$ cat src/sv/sxfd_pkg.sv
// Shared types and constants for the start-of-frame XOR deframer.
`timescale 1ns / 1ps

package sxfd_pkg;

  localparam int unsigned ByteW   = 8;
  localparam int unsigned NodeW   = 16;
  localparam int unsigned CfgIdxW = 8;
  localparam int unsigned OutDataW = 88;

  // Configuration register indexes.
  localparam logic [CfgIdxW-1:0] CFG_START_BYTE = 8'd0;
  localparam logic [CfgIdxW-1:0] CFG_CHECK_SEED = 8'd1;

  // Result kinds carried on tuser.
  localparam logic KIND_PAYLOAD   = 1'b0;
  localparam logic KIND_FRAME_END = 1'b1;

  // Result fields as packed on tdata, last field in the lowest bits.
  typedef struct packed {
    logic [6:0]       pad;
    logic             frame_ok;
    logic [ByteW-1:0] sequence_number;
    logic [ByteW-1:0] payload_count;
    logic [ByteW-1:0] command_type;
    logic [ByteW-1:0] command_id;
    logic [ByteW-1:0] endpoint;
    logic [NodeW-1:0] node_id;
    logic [ByteW-1:0] frame_length;
    logic [ByteW-1:0] payload_index;
    logic [ByteW-1:0] payload_byte;
  } result_t;

endpackage

$ cat src/sv/sof_xor_frame_deframer.sv
// Payload and frame-end items are registered and appear in the cycle after their byte is taken.
// One byte per cycle unless the output stalls; the single output register refills as it drains.
// Header, check and phase updates are one compare, XOR and capture between the state registers.
// Reset (rst_ni low, asynchronous) returns to hunting, state at zero; output data is not reset.
// No clearing pass is needed; the block takes bytes in the first cycle after reset.
`timescale 1ns / 1ps

module sof_xor_frame_deframer (
  input  logic                            clk_i,
  input  logic                            rst_ni,
  input  logic                            cfg_valid_i,
  output logic                            cfg_ready_o,
  input  logic [sxfd_pkg::CfgIdxW-1:0]    cfg_index_i,
  input  logic [sxfd_pkg::ByteW-1:0]      cfg_data_i,
  input  logic                            s_axis_tvalid,
  output logic                            s_axis_tready,
  input  logic [sxfd_pkg::ByteW-1:0]      s_axis_tdata,   // [7:0] rx_byte
  output logic                            m_axis_tvalid,
  input  logic                            m_axis_tready,
  // [7:0] payload_byte, [15:8] payload_index, [23:16] frame_length, [39:24] node_id,
  // [47:40] endpoint, [55:48] command_id, [63:56] command_type, [71:64] payload_count,
  // [79:72] sequence_number, [80] frame_ok, [87:81] zero
  output logic [sxfd_pkg::OutDataW-1:0]   m_axis_tdata,
  output logic                            m_axis_tuser    // [0] result_kind
);

  typedef enum logic [3:0] {
    PH_HUNT, PH_LEN, PH_NODE_HI, PH_NODE_LO, PH_EP, PH_ID, PH_TYPE,
    PH_PLEN, PH_PAYLOAD, PH_SEQ, PH_CHECK
  } phase_e;

  phase_e                     phase_q, phase_d;
  logic [sxfd_pkg::ByteW-1:0] start_byte_q, start_byte_d;
  logic [sxfd_pkg::ByteW-1:0] check_seed_q, check_seed_d;
  logic [sxfd_pkg::ByteW-1:0] bytes_left_q, bytes_left_d;
  logic [sxfd_pkg::ByteW-1:0] run_check_q, run_check_d;
  logic [sxfd_pkg::ByteW-1:0] length_q, length_d;
  logic [sxfd_pkg::NodeW-1:0] node_q, node_d;
  logic [sxfd_pkg::ByteW-1:0] endpoint_q, endpoint_d;
  logic [sxfd_pkg::ByteW-1:0] cmd_id_q, cmd_id_d;
  logic [sxfd_pkg::ByteW-1:0] cmd_type_q, cmd_type_d;
  logic [sxfd_pkg::ByteW-1:0] pcount_q, pcount_d;
  logic [sxfd_pkg::ByteW-1:0] seq_q, seq_d;
  logic                       out_valid_q, out_valid_d;
  logic                       out_kind_q, out_kind_d;
  sxfd_pkg::result_t          out_res_q, out_res_d;

  logic                       in_fire;
  logic                       res_valid;
  logic                       res_kind;
  sxfd_pkg::result_t          res;
  logic [sxfd_pkg::ByteW-1:0] b;

  assign cfg_ready_o   = 1'b1;
  assign s_axis_tready = !out_valid_q || m_axis_tready;
  assign in_fire       = s_axis_tvalid && s_axis_tready;
  assign b             = s_axis_tdata;

  assign m_axis_tvalid = out_valid_q;
  assign m_axis_tdata  = out_res_q;
  assign m_axis_tuser  = out_kind_q;

  always_comb begin
    start_byte_d = start_byte_q;
    check_seed_d = check_seed_q;
    if (cfg_valid_i) begin
      unique case (cfg_index_i)
        sxfd_pkg::CFG_START_BYTE: start_byte_d = cfg_data_i;
        sxfd_pkg::CFG_CHECK_SEED: check_seed_d = cfg_data_i;
        default: ;
      endcase
    end
  end

  always_comb begin
    phase_d      = phase_q;
    bytes_left_d = bytes_left_q;
    run_check_d  = run_check_q;
    length_d     = length_q;
    node_d       = node_q;
    endpoint_d   = endpoint_q;
    cmd_id_d     = cmd_id_q;
    cmd_type_d   = cmd_type_q;
    pcount_d     = pcount_q;
    seq_d        = seq_q;
    res_valid    = 1'b0;
    res_kind     = sxfd_pkg::KIND_PAYLOAD;
    res          = '0;
    res.frame_length  = length_q;
    res.node_id       = node_q;
    res.endpoint      = endpoint_q;
    res.command_id    = cmd_id_q;
    res.command_type  = cmd_type_q;
    res.payload_count = pcount_q;
    if (in_fire) begin
      unique case (phase_q)
        PH_HUNT: begin
          if (b == start_byte_q) begin
            run_check_d = check_seed_q;
            phase_d     = PH_LEN;
          end
        end
        PH_LEN: begin
          length_d = b;
          phase_d  = PH_NODE_HI;
        end
        PH_NODE_HI: begin
          node_d      = {b, node_q[sxfd_pkg::ByteW-1:0]};
          run_check_d = run_check_q ^ b;
          phase_d     = PH_NODE_LO;
        end
        PH_NODE_LO: begin
          node_d      = {node_q[sxfd_pkg::NodeW-1:sxfd_pkg::ByteW], b};
          run_check_d = run_check_q ^ b;
          phase_d     = PH_EP;
        end
        PH_EP: begin
          endpoint_d  = b;
          run_check_d = run_check_q ^ b;
          phase_d     = PH_ID;
        end
        PH_ID: begin
          cmd_id_d    = b;
          run_check_d = run_check_q ^ b;
          phase_d     = PH_TYPE;
        end
        PH_TYPE: begin
          cmd_type_d  = b;
          run_check_d = run_check_q ^ b;
          phase_d     = PH_PLEN;
        end
        PH_PLEN: begin
          pcount_d     = b;
          bytes_left_d = b;
          run_check_d  = run_check_q ^ b;
          phase_d      = (b == '0) ? PH_SEQ : PH_PAYLOAD;
        end
        PH_PAYLOAD: begin
          run_check_d       = run_check_q ^ b;
          res_valid         = 1'b1;
          res.payload_byte  = b;
          res.payload_index = pcount_q - bytes_left_q;
          bytes_left_d      = bytes_left_q - 8'd1;
          if (bytes_left_q == 8'd1) begin
            phase_d = PH_SEQ;
          end
        end
        PH_SEQ: begin
          seq_d       = b;
          run_check_d = run_check_q ^ b;
          phase_d     = PH_CHECK;
        end
        PH_CHECK: begin
          res_valid           = 1'b1;
          res_kind            = sxfd_pkg::KIND_FRAME_END;
          res.sequence_number = seq_q;
          res.frame_ok        = (run_check_q == b) && (length_q != '0);
          phase_d             = PH_HUNT;
        end
        default: phase_d = PH_HUNT;
      endcase
    end
  end

  always_comb begin
    out_valid_d = out_valid_q;
    out_kind_d  = out_kind_q;
    out_res_d   = out_res_q;
    if (s_axis_tready) begin
      out_valid_d = in_fire && res_valid;
      out_kind_d  = res_kind;
      out_res_d   = res;
    end
  end

  always_ff @(posedge clk_i or negedge rst_ni) begin
    if (!rst_ni) begin
      phase_q      <= PH_HUNT;
      start_byte_q <= '0;
      check_seed_q <= '0;
      bytes_left_q <= '0;
      run_check_q  <= '0;
      length_q     <= '0;
      node_q       <= '0;
      endpoint_q   <= '0;
      cmd_id_q     <= '0;
      cmd_type_q   <= '0;
      pcount_q     <= '0;
      seq_q        <= '0;
      out_valid_q  <= 1'b0;
    end else begin
      phase_q      <= phase_d;
      start_byte_q <= start_byte_d;
      check_seed_q <= check_seed_d;
      bytes_left_q <= bytes_left_d;
      run_check_q  <= run_check_d;
      length_q     <= length_d;
      node_q       <= node_d;
      endpoint_q   <= endpoint_d;
      cmd_id_q     <= cmd_id_d;
      cmd_type_q   <= cmd_type_d;
      pcount_q     <= pcount_d;
      seq_q        <= seq_d;
      out_valid_q  <= out_valid_d;
    end
  end

  always_ff @(posedge clk_i) begin
    out_kind_q <= out_kind_d;
    out_res_q  <= out_res_d;
  end

`ifndef SYNTH
  a_payload_index_in_range: assert property (@(posedge clk_i) disable iff (!rst_ni)
    out_valid_q && (out_kind_q == sxfd_pkg::KIND_PAYLOAD)
      |-> out_res_q.payload_index < out_res_q.payload_count)
    else $error("payload index beyond payload count");

  a_payload_no_status: assert property (@(posedge clk_i) disable iff (!rst_ni)
    out_valid_q && (out_kind_q == sxfd_pkg::KIND_PAYLOAD)
      |-> (out_res_q.frame_ok == 1'b0) && (out_res_q.sequence_number == '0))
    else $error("payload item carries frame-end fields");

  a_end_no_payload: assert property (@(posedge clk_i) disable iff (!rst_ni)
    out_valid_q && (out_kind_q == sxfd_pkg::KIND_FRAME_END)
      |-> (out_res_q.payload_byte == '0) && (out_res_q.payload_index == '0))
    else $error("frame-end item carries payload fields");

  a_hunt_drops: assert property (@(posedge clk_i) disable iff (!rst_ni)
    in_fire && (phase_q == PH_HUNT) && (b != start_byte_q) |=> phase_q == PH_HUNT)
    else $error("left hunting on a non-start byte");

  a_payload_left: assert property (@(posedge clk_i) disable iff (!rst_ni)
    phase_q == PH_PAYLOAD |-> bytes_left_q != '0)
    else $error("payload phase with no bytes left");
`endif

endmodule
$ cat config.mk
export PLATFORM = sky130hd
export DESIGN_NAME = sof_xor_frame_deframer
export DESIGN_NICKNAME = d
export VERILOG_FILES = /design/src/sv/sxfd_pkg.sv /design/src/sv/sof_xor_frame_deframer.sv
export SDC_FILE = /design/constraint.sdc
export NUM_CORES = 1
export LEC_CHECK = 0
export ABC_AREA = 0
export BUFFER_PORTS_ARGS = -buffer_cell sky130_fd_sc_hd__buf_2
export CORE_ASPECT_RATIO = 0.5
export CORE_MARGIN = 2
export CORE_UTILIZATION = 40
export DETAILED_ROUTE_END_ITERATION = 10
export PLACE_DENSITY = 0.7
export SETUP_SLACK_MARGIN = 0.15
export SYNTH_ARGS = -nofsm -noshare
export SYNTH_HDL_FRONTEND = slang
export SYNTH_SLANG_ARGS = --single-unit
$ cat constraint.sdc
create_clock -name clk_i -period 5 [get_ports clk_i]
set_input_delay 0.5 -clock clk_i [delete_from_list [all_inputs] [get_ports clk_i]]
set_output_delay 0.5 -clock clk_i [all_outputs]
set_load 0.01 [all_outputs]
==> impl_metrics.toml, run 1 <==
[sta]
final.setup.tns_ns = 0
finClkSkew_ns = 0.0116
highest_clock_rate_mhz = 352
maxSlewViolCount = 0
max-slew-margin-rel = 0.449
final-setup-viol-count = 0
min_period_over_period = 0.568
timing.hold.ws_ns = 0.121
finalHoldViolCount = 0
final.min_clock_period_ns = 2.84
grt_setup_unrepaired = "false"
worst-slew-pin-transition_ns = 0.821

[cells_and_area]
final_common_cell = "buf_2"
drive_gt1_frac = 0.334
final_cell_mix = "111 x buf_2, 101 x dfrtp_1, 82 x edfxtp_1, 70 x mux2_2, 42 x nand2_1"
final_core_util = 0.483
final_net_count = 702
area_delta_synth_final_pct = 18.6
antenna-diode-count = 0

[synth]
synth.lib_cells_used.distinct = 50
synth_warn = 0
syn_inst = 552
synth-seq-cells = 183
syn_area_per_cell_sq_um = 13.6
async_flop_share = 0.552
synthFlopType = "dfrtp_1"
synth_sequential_area_ratio = 0.665
number_of_synthesized_flops_with_an_enable_pin = 82
synth.cell_area_sq_um = 7500

[worst_setup_path]
timing.critical_path.buf_inv = 0
timing.rr.start = "m_axis_tvalid$_DFFE_PN0N_"
r2r_cells = 5
cp.required_ns = 5.29
cpLargestDelayFamily = "simple AND/OR/NAND/NOR gates"
crit_end = "node_q[8]$_DFFE_PN0P_"
setup.worst_path.start_class = "flop"
worstPathArrival_ns = 3.13
critPathCaptureType = "flop"
reg2reg_to = "node_q[8]$_DFFE_PN0P_"
slowest_delay_ns = 0.76
critPathLaunch = "m_axis_tvalid$_DFFE_PN0N_"
r2r_slack_ns = 2.16
timing.critical_path.cells = "nand2b_4 > and2_1 > nand3_1 > nand2_1 > o21ai_0"
worst_path_max_delay_cell = "and2_1"
critPathKind = "reg2reg"
crit_fanout = 50
critical_path_depth = 5

[floorplanning]
floorplan.io_pins = 121
die_area_sq_um = 19900
rows = 35
initial_core_util = 0.408
core-area_sq_um = 18400
chipHeight_microns = 101
chipWidth_microns = 198

[drt]
post_drt_wl_per_cell_microns = 17.7
route.vias.total = 4781
routed_antenna_nets = 0
drt-pass1-iter-count = 5
vias_per_cell = 5.22
drc_errors = 0
total_length_of_routed_wires_microns = 16200
drt_iter0_drc = 397

[clocking]
h_tree_level_count = 4
quantity_of_hold_fixing_buffers_added_after_cts = 0
clkSlewWorstSetupHoldPaths_ns = 0.07
number_of_gates_given_a_new_drive_strength_after_cts = 0
numCtsBuffers = 17
buffer_levels_on_the_longest_clock_path = 2
cts.sinks = 183
cts-root-buf = "clkbuf_16"
tritoncts = "done"
cts_setup_buffers = 0
insertion_delay_ns = 0.43

[power_and_ir_drop]
clock_power_share = 0.250
sequentialPowerShare = 0.475
p_sw_w = 0.00182
power.total_w = 0.00543
leakage_nw = 4.10
vdd_ir_drop_max_uv = 268
power.switching_fraction = 0.335
p_per_area_nw_per_um2 = 611
p_int_w = 0.00361
share_comb_of_total_power = 0.276

[global_routing]
grt_pass1_wl_microns = 25900
grt_antenna_before_repair = 1
maximum_number_of_pins_on_one_net_before_global_route_repair = 55
first_global_vias = 4736
globalRouteOverflowTotal = 0
grt.total_usage = 0.172

[placement]
gp_routability_congestion = 0.797
place.detailed.hpwl_microns = 11000
io_buffers = 112

[job]
max_cap_violations = 0

[min_path]
min-delay-path-class = "in2async"

[run_status]
outcome = "finished, final reports clean"
==> Yosys cell counts, types with 3 or more instances <==
cell type / instances / share of area
buf_2: 4 / 0.0027
a221oi_1: 8 / 0.0093
o21a_1: 8 / 0.0080
and3_1: 10 / 0.0083
buf_4: 8 / 0.0080
a21oi_1: 15 / 0.010
mux2_2: 70 / 0.11
dfrtp_1: 101 / 0.34
ha_1: 9 / 0.015
inv_1: 27 / 0.014
or2_2: 3 / 0.0025
a22oi_1: 3 / 0.0030
nand4_1: 5 / 0.0042
a211oi_1: 3 / 0.0030
nor4_1: 3 / 0.0025
nor2_1: 28 / 0.014
edfxtp_1: 82 / 0.33
xnor2_1: 9 / 0.011
nor3_1: 12 / 0.0080
clkbuf_1: 16 / 0.0080
and2_1: 14 / 0.012
o21ai_0: 26 / 0.017
nand2_1: 42 / 0.021
nor2b_1: 6 / 0.0050
nand3_1: 8 / 0.0053
o31a_1: 3 / 0.0035
==> logic make-up (layout without fill, tap and decap cells) <==
family,count (synthesis),after routing,synth area share
compound gates,77,77,0.0664
mux,72,72,0.108
flops,183,183,0.665
buf+inv,55,173,0.0322
simple gates,143,143,0.0979
other cells,2,8,0.00100
xor+xnor,10,10,0.0117
fa+ha+maj,10,10,0.0177
==> through the flow <==
| step | std cells | cell area, sq um | worst slack [ns] |
|---|---|---|---|
| 2_1_floorplan | 558 | 7520 | 0.837 |
| 3_3_place_gp | 884 | 8270 | 2.15 |
| 3_5_place_dp | 884 | 8270 | 2.01 |
| 4_1_cts | 916 | 8890 | 2.18 |
| 5_1_grt | 916 | 8890 | 1.90 |
| 6_report | 916 | 8890 | 2.16 |
==> layer usage <==
metal  vias to the layer above  wire, microns  share of wire  GRT usage
met5                         -              0              0          0
met4                         0            197          0.012     0.0474
met3                        22            903          0.056     0.0378
met2                       140           7510           0.46      0.272
met1                      2416           7600           0.47      0.242
li1                       2203              -              -          -
==> registers in the layout, indices dropped and copies added (netlist names) <==
register / cells
bytes_left_q: 8
check_seed_q: 8
cmd_id_q: 8
cmd_type_q: 8
endpoint_q: 8
length_q: 8
m_axis_tdata: 81
m_axis_tuser: 1
m_axis_tvalid: 1
node_q: 16
pcount_q: 8
phase_q: 4
run_check_q: 8
seq_q: 8
start_byte_q: 8
==> worst min-delay path by stage <==
stage	from	to	cells after the start
final	rst_ni	start_byte_q[2]$_DFFE_PN0P_	1
after global routing	rst_ni	start_byte_q[6]$_DFFE_PN0P_	1
after CTS	rst_ni	start_byte_q[4]$_DFFE_PN0P_	1
after detailed placement	cmd_type_q[2]$_DFFE_PN0P_	m_axis_tdata[58]$_DFFE_PN_	0
after global placement	node_q[2]$_DFFE_PN0P_	m_axis_tdata[26]$_DFFE_PN_	0
after floorplan	rst_ni	bytes_left_q[0]$_DFFE_PN0P_	0
==> power groups by stage <==
stage,sequential [W],clock (W),combinational (W)
after floorplan,0.00263,0,0.000915
after global placement,0.00258,0,0.00144
after detailed placement,0.00261,0,0.00149
after CTS,0.00258,0.00138,0.00150
after global routing,0.00265,0.00145,0.00166
final,0.00258,0.00136,0.00150
==> worst register-to-register path, cell delays in order (launching register included) <==
cell	delay, ns
dfrtp_1	0.41
nand2b_4	0.52
and2_1	0.80
nand3_1	0.64
nand2_1	0.24
o21ai_0	0.10
==> final cells by class <==
cell class                      instances  area, sq um
Clock buffer                           17          425
Tap cell                              240          300
Timing Repair Buffer                  114          578
Inverter                               27          101
Fill cell                            1642         9500
Sequential cell                       183         4990
Clock inverter                         15          198
Multi-Input combinational cell        320         2300
(Power assumes the default switching activity.)
==> run 2, diff against run 1 <==
PLACE_DENSITY = 0.72   (was 0.7)
clock period = 2.45 ns   (was 5 ns; I/O delays follow)
==> run 2 against run 1 <==
Cell count increased by 0.66%; non-clock buffer count is 6 higher; critical endpoint is now m_axis_tdata[15]$_SDFFCE_PN0N_; wire length decreased by 0.39%; critical path type unchanged; register-to-register slack worse by 1.8 ns; largest cell class unchanged; combinational power rose by 110%.
==> impl_metrics.toml, run 2 (synthesized netlist as in run 1, its figures left out) <==
[sta]
highest_clock_rate_mhz = 478
worst-slew-pin-transition_ns = 0.812
min_period_over_period = 0.854
finClkSkew_ns = 0.00861
final.setup.tns_ns = 0
timing.final.ws_setup_ns = 0.358
maxSlewViolCount = 0
max-slew-margin-rel = 0.459
final.min_clock_period_ns = 2.09
grt_setup_unrepaired = "false"
final-setup-viol-count = 0
finalHoldViolCount = 0

[worst_setup_path]
r2r_cells = 7
timing.rr.start = "bytes_left_q[1]$_DFFE_PN0P_"
reg2reg_to = "m_axis_tdata[15]$_SDFFCE_PN0N_"
crit_fanout = 4
critPathKind = "reg2reg"
worstPathArrival_ns = 2.26
r2r_slack_ns = 0.36
cp.required_ns = 2.62
critPathLaunch = "bytes_left_q[1]$_DFFE_PN0P_"
setup.worst_path.start_class = "flop"
critPathCaptureType = "flop"

[drt]
met3_length_microns = 757
total_length_of_routed_wires_microns = 16100
highest_layer = "met4"
routed_antenna_nets = 0
route.vias.total = 4743
met2_length_microns = 7560
met1_length_microns = 7640
drt_iter0_drc = 305
drt-pass1-iter-count = 5
vias_per_cell = 5.14
post_drt_wl_per_cell_microns = 17.5
drc_errors = 0

[min_path]
whs_path_depth = 2
min-delay-start = "cfg_data_i[5]"
min-delay-path-class = "in2reg"
hold-path-endpoint = "check_seed_q[5]$_DFFE_PN0P_"

[clocking]
cts-root-buf = "clkbuf_16"
cts.sinks = 183
h_tree_level_count = 4
numCtsBuffers = 17
cts_setup_buffers = 0
buffer_levels_on_the_longest_clock_path = 2
clkSlewWorstSetupHoldPaths_ns = 0.07
tritoncts = "done"
insertion_delay_ns = 0.42

[global_routing]
maximum_number_of_pins_on_one_net_before_global_route_repair = 60
grt_antenna_before_repair = 1
grt_pass1_wl_microns = 25700
first_global_vias = 4656
grt.total_usage = 0.172
globalRouteOverflowTotal = 0

[floorplanning]
die_area_sq_um = 19900
chipHeight_microns = 101
core-area_sq_um = 18400
rows = 35
floorplan.io_pins = 121
initial_core_util = 0.408
chipWidth_microns = 198

[cells_and_area]
num-fill-cells = 1614
regArea_sq_um = 4990
drive_gt1_frac = 0.343
multi_input_gate_area_in_the_final_layout_sq_um = 2310
antenna-diode-count = 0
area_delta_synth_final_pct = 19.0
final_cell_mix = "111 x buf_2, 101 x dfrtp_1, 82 x edfxtp_1, 70 x mux2_2, 41 x nand2_1"
final_net_count = 708
final_core_util = 0.485
final-instance-count-excl-fill = 922
largest_register_ffs = 81
final_common_cell = "buf_2"

[job]
max_cap_violations = 0

[placement]
place.detailed.hpwl_microns = 10900
numPlacedInstances = 889
gp_routability_congestion = 0.788
io_buffers = 112
post-place-ws_ns = 0.376

[power_and_ir_drop]
p_per_area_nw_per_um2 = 1240
sequentialPowerShare = 0.475
vdd_ir_drop_max_uv = 569
p_int_w = 0.00748
leakage_nw = 4.13
share_comb_of_total_power = 0.279
p_sw_w = 0.00356
clock_power_share = 0.246
power.switching_fraction = 0.323

[run_status]
outcome = "finished, final reports clean"
==> run 2: cell count changes in the layout (fill, tap and decap cells not counted), moves of 2 or more <==
| cell | previous run | this run |
|---|---|---|
| clkinv_8 | 6 | 0 |
| buf_4 | 3 | 7 |
| inv_12 | 2 | 0 |
| inv_6 | 1 | 4 |
| clkinv_2 | 0 | 4 |
==> run 2: cell type report <==
type                       instances  share of cell area
sequential                       183               0.559
multi-input combinational        320               0.259
timing repair buffer             120              0.0715
clock buffer                      18              0.0505
tap                              240              0.0336
clock inverter                    14              0.0151
inverter                          27              0.0114
==> run 2: worst max-delay path, cell delays in order (launching register included) <==
cell     delay (ns)
dfrtp_1        0.44
inv_1          0.11
ha_1           0.29
nor2b_1        0.14
o31a_1         0.28
o32ai_1        0.36
xnor2_1        0.17
nor2_1         0.06
==> run 2: power by group through the flow <==
stage               sequential, W  clock [W]  combinational [W]
floorplan                 0.00536          0            0.00187
global placement          0.00523          0            0.00295
detailed placement        0.00531          0            0.00306
CTS                       0.00525    0.00277            0.00309
global route              0.00539    0.00290            0.00342
finish                    0.00525    0.00272            0.00308
==> run 2: how the worst max path moves through the flow <==
stage	endpoint	slack, ns	depth (start not counted)
6_report	m_axis_tdata[15]$_SDFFCE_PN0N_	0.36	7
5_1_grt	m_axis_tdata[15]$_SDFFCE_PN0N_	0.21	7
4_1_cts	m_axis_tdata[15]$_SDFFCE_PN0N_	0.37	7
3_5_place_dp	m_axis_tdata[15]$_SDFFCE_PN0N_	0.38	7
3_3_place_gp	m_axis_tdata[15]$_SDFFCE_PN0N_	0.48	7
2_1_floorplan	seq_q[1]$_DFFE_PN0P_	0.16	5
==> run 2: per-layer routing <==
metal	vias up	global-route usage
met3	20	0.0375
li1	2200	-
met4	0	0.0480
met5	-	0
met2	139	0.270
met1	2384	0.243
==> run 2: repair_timing <==
action | CTS | global route
resized for setup | 0 | 1
setup endpoints to repair | 0 | 3
hold endpoints to repair | 57 | 0
hold buffers | 1 | 0
==> run 2: through the flow <==
stage / cell area, sq um / hold slack [ns] / power [W]
final: 8920 / 0.0726 / 0.0110
after CTS: 8920 / 0.0582 / 0.0111
after global placement: 8330 / 0.377 / 0.00818
after floorplan: 7540 / -0.0506 / 0.00724
after global routing: 8920 / 0.0605 / 0.0117
after detailed placement: 8330 / 0.383 / 0.00837
==> run 3, diff against run 2 <==
BUFFER_PORTS_ARGS = not set   (was -buffer_cell sky130_fd_sc_hd__buf_2)
DONT_BUFFER_PORTS = 1   (was not set)
PLACE_DENSITY = 0.66   (was 0.72)
==> run 3 against run 2 <==
The flow now finishes with violations (hold timing); global-route usage rose by 0.18 points; cell area fell by 4.8%; count of clock-buffer cells in the layout up 2; utilization decreased by 2.3 points; via count is 6.9% lower; clock skew is 0.0027 ns higher; register-to-register slack better by 0.03 ns; critical path type unchanged; highest routed layer unchanged.
==> impl_metrics.toml, run 3 (synthesized netlist as in run 1, its figures left out) <==
[global_routing]
grt_antenna_before_repair = 1
first_global_vias = 4260
maximum_number_of_pins_on_one_net_before_global_route_repair = 102
globalRouteOverflowTotal = 0
grt_pass1_wl_microns = 25500
grt.total_usage = 0.174

[cells_and_area]
area_delta_synth_final_pct = 13.3
final_net_count = 611
antenna-diode-count = 0
num-fill-cells = 1647
final_cell_area_sq_um = 8500
largest_register_ffs = 81
drive_gt1_frac = 0.205
final_cell_mix = "101 x dfrtp_1, 82 x edfxtp_1, 70 x mux2_2, 41 x nand2_1, 28 x nor2_1"
final_common_cell = "dfrtp_1"

[clocking]
quantity_of_hold_fixing_buffers_added_after_cts = 16
numCtsBuffers = 17
buffer_levels_on_the_longest_clock_path = 2
insertion_delay_ns = 0.42
clkSlewWorstSetupHoldPaths_ns = 0.07
number_of_gates_given_a_new_drive_strength_after_cts = 0
cts.sinks = 183
tritoncts = "done"
h_tree_level_count = 4
cts_setup_buffers = 0
cts-root-buf = "clkbuf_16"

[drt]
vias_per_cell = 5.36
drc_errors = 0
drt-pass1-iter-count = 5
post_drt_wl_per_cell_microns = 19.9
total_length_of_routed_wires_microns = 16400
drt_iter0_drc = 356
route.vias.total = 4418
routed_antenna_nets = 0

[job]
max_cap_violations = 0

[worst_setup_path]
critPathCaptureType = "flop"
worstPathArrival_ns = 2.23
cp.required_ns = 2.61
critPathKind = "reg2reg"
setup.worst_path.start_class = "flop"
crit_fanout = 6

[power_and_ir_drop]
power.total_w = 0.0106
leakage_nw = 3.67
p_per_area_nw_per_um2 = 1250
vdd_ir_drop_max_uv = 509

[run_status]
outcome = "finished with violations"
failed_checks = "hold timing"

[placement]
io_buffers = 0
gp_routability_congestion = 0.813
area_after_detailed_placement_sq_um = 7750
place.detailed.hpwl_microns = 10400

[sta]
final.min_clock_period_ns = 2.06
maxSlewViolCount = 0
timing.hold.ws_ns = -0.481
max-slew-margin-rel = 0.440
worst-slew-pin-transition_ns = 0.835
final-setup-viol-count = 0
highest_clock_rate_mhz = 485
final.setup.tns_ns = 0
min_period_over_period = 0.841
finalHoldViolCount = 101
finClkSkew_ns = 0.0114
grt_setup_unrepaired = "false"

[floorplanning]
chipWidth_microns = 198
chipHeight_microns = 101
die_area_sq_um = 19900
core-area_sq_um = 18400
initial_core_util = 0.408
floorplan.io_pins = 121
rows = 35

[min_path]
min-delay-path-class = "in2async"
[run 3: cell count changes in the layout (fill, tap and decap cells not counted)]
cell,delta
o21ai_1,+1
inv_6,+1
clkinvlp_4,+1
clkinv_2,-4
clkbuf_8,+2
dlygate4sd3_1,+15
o21ai_2,-1
buf_2,-111
clkbuf_16,-1
clkbuf_1,+1
buf_12,-1
[run 3: per-stage QoR]
step / setup slack, ns / util / instances
6_report: 0.389 / 0.462 / 825
5_1_grt: 0.205 / 0.462 / 825
4_1_cts: 0.407 / 0.462 / 825
3_5_place_dp: 0.427 / 0.421 / 777
3_3_place_gp: 0.493 / 0.421 / 777
2_1_floorplan: 0.163 / - / 558
[run 3: path summary, 6_finish.rpt]
kind	cells after the start	slack, ns	start	to
setup / recovery	7	0.39	bytes_left_q[0]$_DFFE_PN0P_	m_axis_tdata[14]$_SDFFCE_PN0N_
hold / removal	0	-0.48	rst_ni	pcount_q[2]$_DFFE_PN0P_
setup reg to reg	7	0.39	bytes_left_q[0]$_DFFE_PN0P_	m_axis_tdata[14]$_SDFFCE_PN0N_
hold reg to reg	0	0.44	node_q[4]$_DFFE_PN0P_	m_axis_tdata[28]$_DFFE_PN_
max in group asynchronous	0	2.75	rst_ni	node_q[11]$_DFFE_PN0P_
min in group clk_i	2	0.03	s_axis_tdata[3]	bytes_left_q[3]$_DFFE_PN0P_
[run 3: final cells by class]
class,instances,area [sq um],share of cell area
clock buffer,20,457,0.0537
clock inverter,12,131,0.0155
inverter,27,101,0.0119
multi-input combinational,320,2310,0.271
sequential,183,4990,0.587
tap,240,300,0.0353
timing repair buffer,23,213,0.0250
[run 3: layer usage]
layer / up-vias / wire length [microns] / track usage
met4: 0 / 214 / 0.0474
met3: 18 / 982 / 0.0519
met2: 146 / 7320 / 0.256
met1: 2235 / 7920 / 0.250
li1: 2019 / - / -
met5: - / 0 / 0
[run 3: power breakdown]
part	leakage, nW	total, W	internal (W)	switching (W)
logic	1.16	0.00223	0.00108	0.00115
clock network	0.284	0.00273	0.00150	0.00124
registers	2.23	0.00563	0.00461	0.00102
total	3.67	0.0106	0.00719	0.00341
[run 3: worst max-delay path: stages (launching register included)]
cell	delay (ns)
dfrtp_1	0.45
ha_1	0.25
fa_1	0.38
nor2b_1	0.23
o31a_1	0.18
o21a_1	0.14
o21a_1	0.12
nor3_1	0.05
